[src/hw/rtl/she_pkg.sv]
// ----------------------------------------------------------------------------
// she_pkg
// Shared types, constants and tables of the spherical harmonic evaluator:
// Legendre coefficient ROM, CORDIC arctangent table, prefactor table,
// controller states and the command/status bundles.
// ----------------------------------------------------------------------------
package she_pkg;

	localparam int MAX_DEGREE      = 8;
	localparam int ANGLE_BITS_DEF  = 16;
	localparam int RESULT_BITS_DEF = 32;

	localparam int ROM_DEPTH     = 45;
	localparam int CORDIC_STEPS  = 28;
	localparam int MUL_CHUNKS    = 3;
	localparam logic [33:0] CORDIC_GAIN = 34'd652032874;
	localparam logic [63:0] INV_SQRT_PI_Q30 = 64'd605793953;

	typedef enum logic [3:0] {
		S_IDLE,
		S_CHECK,
		S_COR_INIT,
		S_COR_RUN,
		S_COR_END,
		S_HORN_INIT,
		S_MUL_LOAD,
		S_MUL_RUN,
		S_MUL_END,
		S_OUT
	} she_state_t;

	typedef enum logic [1:0] {
		OP_HORNER,
		OP_PREF,
		OP_SIN,
		OP_AZI
	} she_op_t;

	typedef struct packed {
		logic       load;
		logic       cor_init;
		logic       cor_step;
		logic       cor_end;
		logic       cor_pass;
		logic       horner_init;
		logic       mul_load;
		logic       mul_step;
		logic       mul_end;
		she_op_t    op;
		logic [1:0] chunk;
		logic [4:0] step;
		logic       out_load;
	} she_cmd_t;

	typedef struct packed {
		logic       invalid;
		logic [3:0] d;
		logic [3:0] ma;
		logic       out_free;
	} she_stat_t;

	typedef struct packed {
		logic        neg;
		logic [1:0]  num;
		logic [3:0]  shift;
		logic [1:0]  kpi;
		logic [14:0] rad;
		logic [8:0][15:0] poly;
	} she_rom_t;

	typedef logic [35:0] she_pref_tab_t [ROM_DEPTH];

	function automatic she_rom_t mk(input int neg, input int num, input int shift,
			input int kpi, input int rad, input int p0, input int p1, input int p2,
			input int p3, input int p4, input int p5, input int p6, input int p7,
			input int p8);
		she_rom_t e;
		e.neg     = neg[0];
		e.num     = num[1:0];
		e.shift   = shift[3:0];
		e.kpi     = kpi[1:0];
		e.rad     = rad[14:0];
		e.poly[0] = p0[15:0];
		e.poly[1] = p1[15:0];
		e.poly[2] = p2[15:0];
		e.poly[3] = p3[15:0];
		e.poly[4] = p4[15:0];
		e.poly[5] = p5[15:0];
		e.poly[6] = p6[15:0];
		e.poly[7] = p7[15:0];
		e.poly[8] = p8[15:0];
		return e;
	endfunction

	function automatic she_rom_t rom_entry(input logic [5:0] idx);
		she_rom_t e;
		case (idx)
			6'd0:  e = mk(0,1,1,1,1,     1,0,0,0,0,0,0,0,0);
			6'd1:  e = mk(0,1,1,1,3,     0,1,0,0,0,0,0,0,0);
			6'd2:  e = mk(1,1,1,2,3,     1,0,0,0,0,0,0,0,0);
			6'd3:  e = mk(0,1,2,1,5,     -1,0,3,0,0,0,0,0,0);
			6'd4:  e = mk(1,1,1,2,15,    0,1,0,0,0,0,0,0,0);
			6'd5:  e = mk(0,1,2,2,15,    1,0,0,0,0,0,0,0,0);
			6'd6:  e = mk(0,1,2,1,7,     0,-3,0,5,0,0,0,0,0);
			6'd7:  e = mk(1,1,3,1,21,    -1,0,5,0,0,0,0,0,0);
			6'd8:  e = mk(0,1,2,2,105,   0,1,0,0,0,0,0,0,0);
			6'd9:  e = mk(1,1,3,1,35,    1,0,0,0,0,0,0,0,0);
			6'd10: e = mk(0,3,4,1,1,     3,0,-30,0,35,0,0,0,0);
			6'd11: e = mk(1,3,3,1,5,     0,-3,0,7,0,0,0,0,0);
			6'd12: e = mk(0,3,3,2,5,     -1,0,7,0,0,0,0,0,0);
			6'd13: e = mk(1,3,3,1,35,    0,1,0,0,0,0,0,0,0);
			6'd14: e = mk(0,3,4,2,35,    1,0,0,0,0,0,0,0,0);
			6'd15: e = mk(0,1,4,1,11,    0,15,0,-70,0,63,0,0,0);
			6'd16: e = mk(1,1,4,2,165,   1,0,-14,0,21,0,0,0,0);
			6'd17: e = mk(0,1,3,2,1155,  0,-1,0,3,0,0,0,0,0);
			6'd18: e = mk(1,1,5,1,385,   -1,0,9,0,0,0,0,0,0);
			6'd19: e = mk(0,3,4,2,385,   0,1,0,0,0,0,0,0,0);
			6'd20: e = mk(1,3,5,1,77,    1,0,0,0,0,0,0,0,0);
			6'd21: e = mk(0,1,5,1,13,    -5,0,105,0,-315,0,231,0,0);
			6'd22: e = mk(1,1,4,2,273,   0,5,0,-30,0,33,0,0,0);
			6'd23: e = mk(0,1,6,1,1365,  1,0,-18,0,33,0,0,0,0);
			6'd24: e = mk(1,1,5,1,1365,  0,-3,0,11,0,0,0,0,0);
			6'd25: e = mk(0,3,5,2,91,    -1,0,11,0,0,0,0,0,0);
			6'd26: e = mk(1,3,5,1,1001,  0,1,0,0,0,0,0,0,0);
			6'd27: e = mk(0,1,6,1,3003,  1,0,0,0,0,0,0,0,0);
			6'd28: e = mk(0,1,5,1,15,    0,-35,0,315,0,-693,0,429,0);
			6'd29: e = mk(1,1,6,2,105,   -5,0,135,0,-495,0,429,0,0);
			6'd30: e = mk(0,3,6,1,35,    0,15,0,-110,0,143,0,0,0);
			6'd31: e = mk(1,3,6,2,35,    3,0,-66,0,143,0,0,0,0);
			6'd32: e = mk(0,3,5,2,385,   0,-3,0,13,0,0,0,0,0);
			6'd33: e = mk(1,3,6,2,385,   -1,0,13,0,0,0,0,0,0);
			6'd34: e = mk(0,3,6,1,5005,  0,1,0,0,0,0,0,0,0);
			6'd35: e = mk(1,3,6,2,715,   1,0,0,0,0,0,0,0,0);
			6'd36: e = mk(0,1,8,1,17,    35,0,-1260,0,6930,0,-12012,0,6435);
			6'd37: e = mk(1,3,6,2,17,    0,-35,0,385,0,-1001,0,715,0);
			6'd38: e = mk(0,3,7,1,595,   -1,0,33,0,-143,0,143,0,0);
			6'd39: e = mk(1,1,6,2,19635, 0,3,0,-26,0,39,0,0,0);
			6'd40: e = mk(0,3,7,2,1309,  1,0,-26,0,65,0,0,0,0);
			6'd41: e = mk(1,3,6,2,17017, 0,-1,0,5,0,0,0,0,0);
			6'd42: e = mk(0,1,7,1,7293,  -1,0,15,0,0,0,0,0,0);
			6'd43: e = mk(1,3,6,2,12155, 0,1,0,0,0,0,0,0,0);
			6'd44: e = mk(0,3,8,2,12155, 1,0,0,0,0,0,0,0,0);
			default: e = mk(0,0,0,1,0,   0,0,0,0,0,0,0,0,0);
		endcase
		return e;
	endfunction

	function automatic logic [5:0] tri_base(input logic [3:0] deg);
		logic [5:0] b;
		case (deg)
			4'd0: b = 6'd0;
			4'd1: b = 6'd1;
			4'd2: b = 6'd3;
			4'd3: b = 6'd6;
			4'd4: b = 6'd10;
			4'd5: b = 6'd15;
			4'd6: b = 6'd21;
			4'd7: b = 6'd28;
			4'd8: b = 6'd36;
			default: b = 6'd0;
		endcase
		return b;
	endfunction

	function automatic logic [29:0] atan_val(input logic [4:0] i);
		logic [29:0] a;
		case (i)
			5'd0:  a = 30'd536870912;
			5'd1:  a = 30'd316933406;
			5'd2:  a = 30'd167458907;
			5'd3:  a = 30'd85004756;
			5'd4:  a = 30'd42667331;
			5'd5:  a = 30'd21354465;
			5'd6:  a = 30'd10679838;
			5'd7:  a = 30'd5340245;
			5'd8:  a = 30'd2670163;
			5'd9:  a = 30'd1335087;
			5'd10: a = 30'd667544;
			5'd11: a = 30'd333772;
			5'd12: a = 30'd166886;
			5'd13: a = 30'd83443;
			5'd14: a = 30'd41722;
			5'd15: a = 30'd20861;
			5'd16: a = 30'd10430;
			5'd17: a = 30'd5215;
			5'd18: a = 30'd2608;
			5'd19: a = 30'd1304;
			5'd20: a = 30'd652;
			5'd21: a = 30'd326;
			5'd22: a = 30'd163;
			5'd23: a = 30'd81;
			5'd24: a = 30'd41;
			5'd25: a = 30'd20;
			5'd26: a = 30'd10;
			5'd27: a = 30'd5;
			default: a = 30'd0;
		endcase
		return a;
	endfunction

	// a/2^b * sqrt(R/(k*pi)) in Q30, evaluated at elaboration
	function automatic logic [35:0] pref_of(input she_rom_t e);
		logic [63:0] r;
		logic [63:0] x;
		logic [63:0] bt;
		logic [63:0] res;
		logic [63:0] t;
		int n;
		int f;
		r = 64'(e.rad) * 64'(e.kpi);
		n = 0;
		for (int i = 0; i < 63; i++) begin
			if ((r >> i) != 64'd0) n = i + 1;
		end
		f = (62 - n) >> 1;
		x = r << (2 * f);
		bt = 64'd1 << 62;
		for (int i = 0; i < 32; i++) begin
			if (bt > x) bt = bt >> 2;
		end
		res = 64'd0;
		for (int i = 0; i < 32; i++) begin
			if (bt != 64'd0) begin
				if (x >= res + bt) begin
					x = x - (res + bt);
					res = (res >> 1) + bt;
				end else begin
					res = res >> 1;
				end
				bt = bt >> 2;
			end
		end
		t = res * INV_SQRT_PI_Q30 * 64'(e.num);
		return 36'(t >> (f + int'(e.shift) + int'(e.kpi) - 1));
	endfunction

	function automatic she_pref_tab_t build_pref();
		she_pref_tab_t tab;
		for (int i = 0; i < ROM_DEPTH; i++) begin
			tab[i] = pref_of(rom_entry(6'(i)));
		end
		return tab;
	endfunction

	localparam she_pref_tab_t PREF_TAB = build_pref();

endpackage

[src/hw/rtl/she_ctrl.sv]
// ----------------------------------------------------------------------------
// she_ctrl
// Sequencer of the evaluator: runs the two CORDIC passes, the Horner,
// prefactor, power and final azimuth multiplies, then hands the result on.
// ----------------------------------------------------------------------------
module she_ctrl import she_pkg::*; (
	input  logic      clk,
	input  logic      arst_n,
	input  logic      in_valid,
	output logic      in_ready,
	input  she_stat_t stat,
	output she_cmd_t  cmd
);

	she_state_t state_q, state_d;
	logic [4:0] cnt_q;
	logic [1:0] chunk_q;
	logic       pass_q;
	she_op_t    op_q;

	always_comb begin
		state_d = state_q;
		case (state_q)
			S_IDLE:      if (in_valid) state_d = S_CHECK;
			S_CHECK:     state_d = stat.invalid ? S_OUT : S_COR_INIT;
			S_COR_INIT:  state_d = S_COR_RUN;
			S_COR_RUN:   if (cnt_q == 5'(CORDIC_STEPS - 1)) state_d = S_COR_END;
			S_COR_END:   state_d = pass_q ? S_HORN_INIT : S_COR_INIT;
			S_HORN_INIT: state_d = S_MUL_LOAD;
			S_MUL_LOAD:  state_d = S_MUL_RUN;
			S_MUL_RUN:   if (chunk_q == 2'(MUL_CHUNKS - 1)) state_d = S_MUL_END;
			S_MUL_END:   state_d = (op_q == OP_AZI) ? S_OUT : S_MUL_LOAD;
			S_OUT:       if (stat.out_free) state_d = S_IDLE;
			default:     state_d = S_IDLE;
		endcase
	end

	always_comb begin
		cmd             = '0;
		cmd.op          = op_q;
		cmd.chunk       = chunk_q;
		cmd.cor_pass    = pass_q;
		cmd.step        = (state_q == S_MUL_END) ? cnt_q - 5'd1 : cnt_q;
		in_ready        = (state_q == S_IDLE);
		case (state_q)
			S_IDLE:      cmd.load = in_valid;
			S_COR_INIT:  cmd.cor_init = 1'b1;
			S_COR_RUN:   cmd.cor_step = 1'b1;
			S_COR_END:   cmd.cor_end = 1'b1;
			S_HORN_INIT: cmd.horner_init = 1'b1;
			S_MUL_LOAD:  cmd.mul_load = 1'b1;
			S_MUL_RUN:   cmd.mul_step = 1'b1;
			S_MUL_END:   cmd.mul_end = 1'b1;
			S_OUT:       cmd.out_load = stat.out_free;
			default:     cmd.load = 1'b0;
		endcase
	end

	always_ff @(posedge clk or negedge arst_n) begin
		if (!arst_n) begin
			state_q <= S_IDLE;
			cnt_q   <= '0;
			chunk_q <= '0;
			pass_q  <= 1'b0;
			op_q    <= OP_HORNER;
		end else begin
			state_q <= state_d;
			case (state_q)
				S_IDLE:     pass_q <= 1'b0;
				S_COR_INIT: cnt_q <= '0;
				S_COR_RUN:  cnt_q <= cnt_q + 5'd1;
				S_COR_END:  pass_q <= 1'b1;
				S_HORN_INIT: begin
					cnt_q <= {1'b0, stat.d};
					op_q  <= (stat.d == 4'd0) ? OP_PREF : OP_HORNER;
				end
				S_MUL_LOAD: chunk_q <= '0;
				S_MUL_RUN:  chunk_q <= chunk_q + 2'd1;
				S_MUL_END: begin
					case (op_q)
						OP_HORNER: begin
							cnt_q <= cnt_q - 5'd1;
							if (cnt_q == 5'd1) op_q <= OP_PREF;
						end
						OP_PREF: begin
							cnt_q <= {1'b0, stat.ma};
							op_q  <= (stat.ma == 4'd0) ? OP_AZI : OP_SIN;
						end
						OP_SIN: begin
							cnt_q <= cnt_q - 5'd1;
							if (cnt_q == 5'd1) op_q <= OP_AZI;
						end
						default: op_q <= OP_AZI;
					endcase
				end
				default: cnt_q <= cnt_q;
			endcase
		end
	end

endmodule

[config.mk]
export PLATFORM = sky130hd
export DESIGN_NAME = she_ctrl
export DESIGN_NICKNAME = d
export VERILOG_FILES = /design/src/hw/rtl/she_pkg.sv /design/src/hw/rtl/she_ctrl.sv
export SDC_FILE = /design/constraint.sdc
export NUM_CORES = 1
export LEC_CHECK = 0
export BUFFER_PORTS_ARGS = -buffer_cell sky130_fd_sc_hd__buf_2
export CELL_PAD_IN_SITES_DETAIL_PLACEMENT = 1
export CELL_PAD_IN_SITES_GLOBAL_PLACEMENT = 1
export CORE_MARGIN = 5
export CORE_UTILIZATION = 41
export DETAILED_ROUTE_END_ITERATION = 10
export PLACE_DENSITY_LB_ADDON = 0.3
export SYNTH_ARGS = -nofsm -noshare
export SYNTH_HDL_FRONTEND = slang
export SYNTH_SLANG_ARGS = --single-unit
export TNS_END_PERCENT = 100
[constraint.sdc]
create_clock -name clk -period 4.6 [get_ports clk]
set_clock_uncertainty 0.1 [all_clocks]
set_input_delay 1.38 -clock clk [delete_from_list [all_inputs] [get_ports clk]]
set_output_delay 1.38 -clock clk [all_outputs]
set_load 0.005 [all_outputs]
==> metrics.cfg, run 1 <==
[route]
postRouteWirelength_um=3830
ant_nets=0
drt_iter0_drc=56
first_pass_iters=4
vias=1265
vias_per_cell=6.05
routedWlPerCell_um=18.3
drc_errors=0

[logic_synthesis]
postSynthAreaPerCell_um2=8.24
synth-edff-count=0
yosysTopAreaCell=dfrtp_1
syn-num-nets=169
netlist_top_cells_area=dfrtp_1 (28%), ha_1 (4.0%), nand2_1 (3.9%), inv_1 (3.6%), xnor2_1 (3.5%)
ys_seq_elements=14
synth_top_area_share_pct=28.0
yosysUniqueCellTypes=55
synth_area_um2=1250
yosysSeqAreaShare_pct=28.0
yosys_warnings=0
ys.flop_type=dfrtp_1
synth-async-reset-ratio_pct=100
synth_cells=152

[clock_network]
cts_tree=done
cts_hold_buf=0
root_buffer=clkbuf_4
clock_latency_ns=0.29
cts.sinks=14
clock_path_buffers=2
postCtsSetupBuffers=0
htreeDepth=1
cts_made_buffers=3
clkTransAtPathRegs_ns=0.08
cts_resized=0

[timing]
finalSetupViolations=0
timing.hold.ws_ns=0.434
period_share_pct=77.3
slew_headroom_pct=61.9
maxSlewViolCount=0
rsz0062_at_grt=false
min_period_ns=3.56
max_freq_mhz=281
tns_ns=0
setup_ws_ns=1.04
hold_violations=0
tightest_slew_ns=0.571

[critical_path]
r2r_start=state_q[1]
critPathCapture=cmd[5]
cp.required_ns=3.12
start_kind=register
cp_max_fo=17
path_class=register to output pin
endpoint_kind=output pin
reg2reg_depth=5
startpoint=state_q[1]
rr_endpoint=cnt_q[0]
arrival_ns=2.08
r2r_slack_ns=2.43

[floorplan]
pin_count=33
die_width_um=65.3
die_area_um2=4260
chipHeight_um=65.3
start_util_pct=41.7
fp.coreArea_um2=3000
rows=20

[pwr]
p_leak_nw=0.672
peakVddDrop_mv=0.247
pwr_density_cell_nw_per_um2=658
pwr-share-comb_pct=59.0
switching_power_uw=473
p_int_uw=451
p_seq_share_pct=33.3
p_clk_share_pct=7.7
sw_frac_of_total_pct=51.2
finalPower_uw=925

[layout]
drive_gt1_share_pct=23.9
syn2layout_area_growth_pct=12.2
insertedDiodeCount=0
seqCellArea_um2=350
final_area_um2=1410
final_cells=209
fillers=387
nNetsFinal=195
fin_util_pct=46.8
multi_input_area_um2=766
final_cell_mix=buf_2 (32), dfrtp_1 (14), nand2_1 (13)
layout_commonest_cell=buf_2

[flow_run]
maxCapViolations=0

[place]
io_buffers=32
dp_cells=206
hpwl_um=2960
dpl-instance-area_um2=1380
pre_cts_slack_ns=1.38
routabilityCongestion=0.820

[global_route]
track_usage_pct=18.8
grt.busiest_layer=met2
gr-total-overflow=0
globalRouteMet3Util_pct=4.27
gr-usage-met2_pct=32.7
grtUsageMet1_pct=23.9
grt_max_degree=20
grt_pass1_wl_um=6230
grt_pass1_vias=1284
antenna_found_initial=0

[min_path]
worstHoldPathType=register to register
hold_start=chunk_q[1]

[outcome]
status=complete, no violations

logic make-up (layout without fill, tap and decap cells):
group / count (synthesis) / count (layout) / share of synthesized area [%]
adders and majority gates: 4 / 4 / 4.00
buffers and inverters: 26 / 50 / 10.9
xor gates and xnor gates: 7 / 7 / 4.90
DFF: 14 / 14 / 28.0
AOI/OAI and AO/OA: 42 / 42 / 23.6
and+or+nand+nor: 59 / 59 / 28.7
worst max-delay path: stages (launching register included):
cell and delay [ns]:
dfrtp_1 0.58, or4b_4 0.70, clkinv_4 0.15, nand2_1 0.08, xnor2_1 0.14, buf_2 0.13
final cells by class:
cell class | instances | area share [%]
multi-input combinational | 112 | 54.5
sequential | 14 | 24.9
timing repair buffer | 33 | 11.9
inverter | 14 | 4.10
tap | 33 | 2.94
clock buffer | 3 | 1.60
layer usage:
| metal | vias up | share of wire, % |
|---|---|---|
| met5 | - | 0 |
| met4 | 0 | 0.55 |
| met3 | 5 | 2.4 |
| met2 | 15 | 52 |
| met1 | 634 | 45 |
| li1 | 611 | - |
synth_stat cells (3+ instances only):
master    count
a221oi_1      3
o22ai_1       3
a32o_1        3
o21ai_0       4
nand2b_1      4
a22o_1        3
nand2_1      13
o21ai_1       5
inv_1        12
buf_2         3
and3_1        5
a21oi_1       6
dfrtp_1      14
ha_1          4
nor2b_1       3
nor4_1        3
nor2_1        7
nor3_1        3
clkbuf_1      4
xnor2_1       5
state kept, by name, indices dropped and copies added (netlist names):
| signal | flops |
|---|---|
| pass_q | 1 |
| state_q | 4 |
| op_q | 2 |
| chunk_q | 2 |
| cnt_q | 5 |
power by group through the flow:
| stage | clock, mW | combinational [mW] | sequential [mW] |
|---|---|---|---|
| global placement | 0 | 0.509 | 0.300 |
| finish | 0.0712 | 0.545 | 0.308 |
| global route | 0.0802 | 0.608 | 0.322 |
| detailed placement | 0 | 0.540 | 0.308 |
| floorplan | 0 | 0.462 | 0.217 |
| CTS | 0.0744 | 0.548 | 0.306 |
worst min-delay path by stage:
| stage | end | cells after the start |
|---|---|---|
| final | chunk_q[1] | 2 |
| after floorplan | chunk_q[0] | 2 |
| after CTS | chunk_q[1] | 2 |
| after detailed placement | chunk_q[1] | 2 |
| after global placement | chunk_q[0] | 2 |
| after global routing | chunk_q[0] | 2 |
(Power assumes the default switching activity.)
==> run 2: changes to the inputs <==
CORE_UTILIZATION = 38   (was 41)
clock period = 3.5 ns   (was 4.6 ns; I/O delays follow)
==> metrics.cfg, run 2 (same netlist as run 1, synthesis figures left out) <==
[outcome]
status=complete, no violations

[timing]
finalSetupViolations=0
min_period_ns=3.24
maxSlewViolCount=0
tns_ns=0
setup_ws_ns=0.262
tightest_slew_ns=0.592
slew_headroom_pct=60.5
hold_violations=0
rsz0062_at_grt=false
period_share_pct=92.5
max_freq_mhz=309
timing.hold.ws_ns=0.443

[clock_network]
cts_resized=0
root_buffer=clkbuf_4
clock_path_buffers=2
clkTransAtPathRegs_ns=0.09
cts_hold_buf=0
postCtsSetupBuffers=0
clock_latency_ns=0.28
cts.sinks=14
cts_made_buffers=3
cts_tree=done
htreeDepth=1

[place]
routabilityCongestion=0.851
io_buffers=32
hpwl_um=2870
dpl-instance-area_um2=1400
pre_cts_slack_ns=0.607

[floorplan]
pin_count=33
die_area_um2=4540
rows=20
fp.coreArea_um2=3100
start_util_pct=40.4
die_width_um=67.4
chipHeight_um=67.4

[layout]
top_register=cnt_q
layout_commonest_cell=buf_2
final_area_um2=1440
fin_util_pct=46.4
top_regs=cnt_q x5, state_q x4
nNetsFinal=196
multi_input_area_um2=766
seqCellArea_um2=350
final_cell_mix=buf_2 (32), dfrtp_1 (14), nand2_1 (13)
insertedDiodeCount=0
drive_gt1_share_pct=24.7
largest_reg_flops=5
fillers=411
syn2layout_area_growth_pct=15.0

[critical_path]
cp.required_ns=2.35
startpoint=state_q[0]
cp_cell_sequence=or4b_4 -> clkinv_4 -> nand2_1 -> xnor2_1 -> buf_2
critPathSlowestCell=or4b_4
endpoint_kind=output pin
arrival_ns=2.09
r2r_start=state_q[0]
cpPeakStageDelay_ns=0.67
reg2reg_depth=5
start_kind=register
rr_endpoint=cnt_q[1]
cp_max_fo=19
r2r_slack_ns=1.33
path_class=register to output pin

[pwr]
p_int_uw=625
switching_power_uw=606
peakVddDrop_mv=0.391
sw_frac_of_total_pct=49.2
p_seq_share_pct=30.7
p_leak_nw=0.684
pwr-share-comb_pct=59.7
p_clk_share_pct=9.6
pwr_density_cell_nw_per_um2=855

[route]
postRouteWirelength_um=3690
drt_iter0_drc=90
drc_errors=0
vias_per_cell=5.56
ant_nets=0
routedWlPerCell_um=16.6
vias=1234
first_pass_iters=4

[min_path]
hold_start=chunk_q[1]
min_path_cells=2
worstHoldPathType=register to register
holdPathEnd=chunk_q[1]

[global_route]
gr-total-overflow=0
antenna_found_initial=0
grt_pass1_vias=1279
grt_pass1_wl_um=6330
track_usage_pct=18.0
grt_max_degree=20

[flow_run]
maxCapViolations=0

## run 2: worst max path at each step
| stage | to | slack [ns] | cells after the start |
|---|---|---|---|
| 6_report | cmd[5] | 0.26 | 5 |
| 5_1_grt | cmd[4] | 0.14 | 4 |
| 4_1_cts | cmd[5] | 0.27 | 5 |
| 3_5_place_dp | cmd[5] | 0.61 | 5 |
| 3_3_place_gp | cmd[5] | 0.66 | 5 |
| 2_1_floorplan | cmd[3] | 0.84 | 7 |
## run 2: metrics by stage
stage          std cells  power [mW]
5_1_grt              222        1.35
3_5_place_dp         218        1.11
3_3_place_gp         218        1.08
2_1_floorplan        152       0.893
4_1_cts              222        1.24
6_report             222        1.23
## run 2: area by class of cell
type,instances,share of cell area (%)
clock buffers,4,2.52
inverters,14,4.00
multi-input cells,112,53.2
flip-flops and latches,14,24.3
well taps,44,3.82
repair buffers,34,12.2
## run 2: per-layer routing
| metal | global-route usage, % | share of wire (%) | up-vias |
|---|---|---|---|
| li1 | - | - | 609 |
| met1 | 25.5 | 49 | 608 |
| met2 | 28.2 | 47 | 15 |
| met3 | 4.33 | 3.5 | 2 |
| met4 | 2.28 | 0.38 | 0 |
| met5 | 0 | 0 | - |
## run 2: worst max-delay path: cells and delay by family (launching register included)
family / cells / cell delay, ns
XOR/XNOR: 1 / 0.15
flip-flops: 1 / 0.60
buffers and inverters: 2 / 0.30
AND/OR/NAND/NOR: 2 / 0.75
## run 2: power groups by stage
stage | Combinational, mW | Clock, mW | Sequential, mW
after floorplan | 0.607 | 0 | 0.286
after global placement | 0.711 | 0 | 0.369
after detailed placement | 0.732 | 0 | 0.381
after CTS | 0.738 | 0.124 | 0.376
after global routing | 0.822 | 0.133 | 0.398
final | 0.735 | 0.118 | 0.379
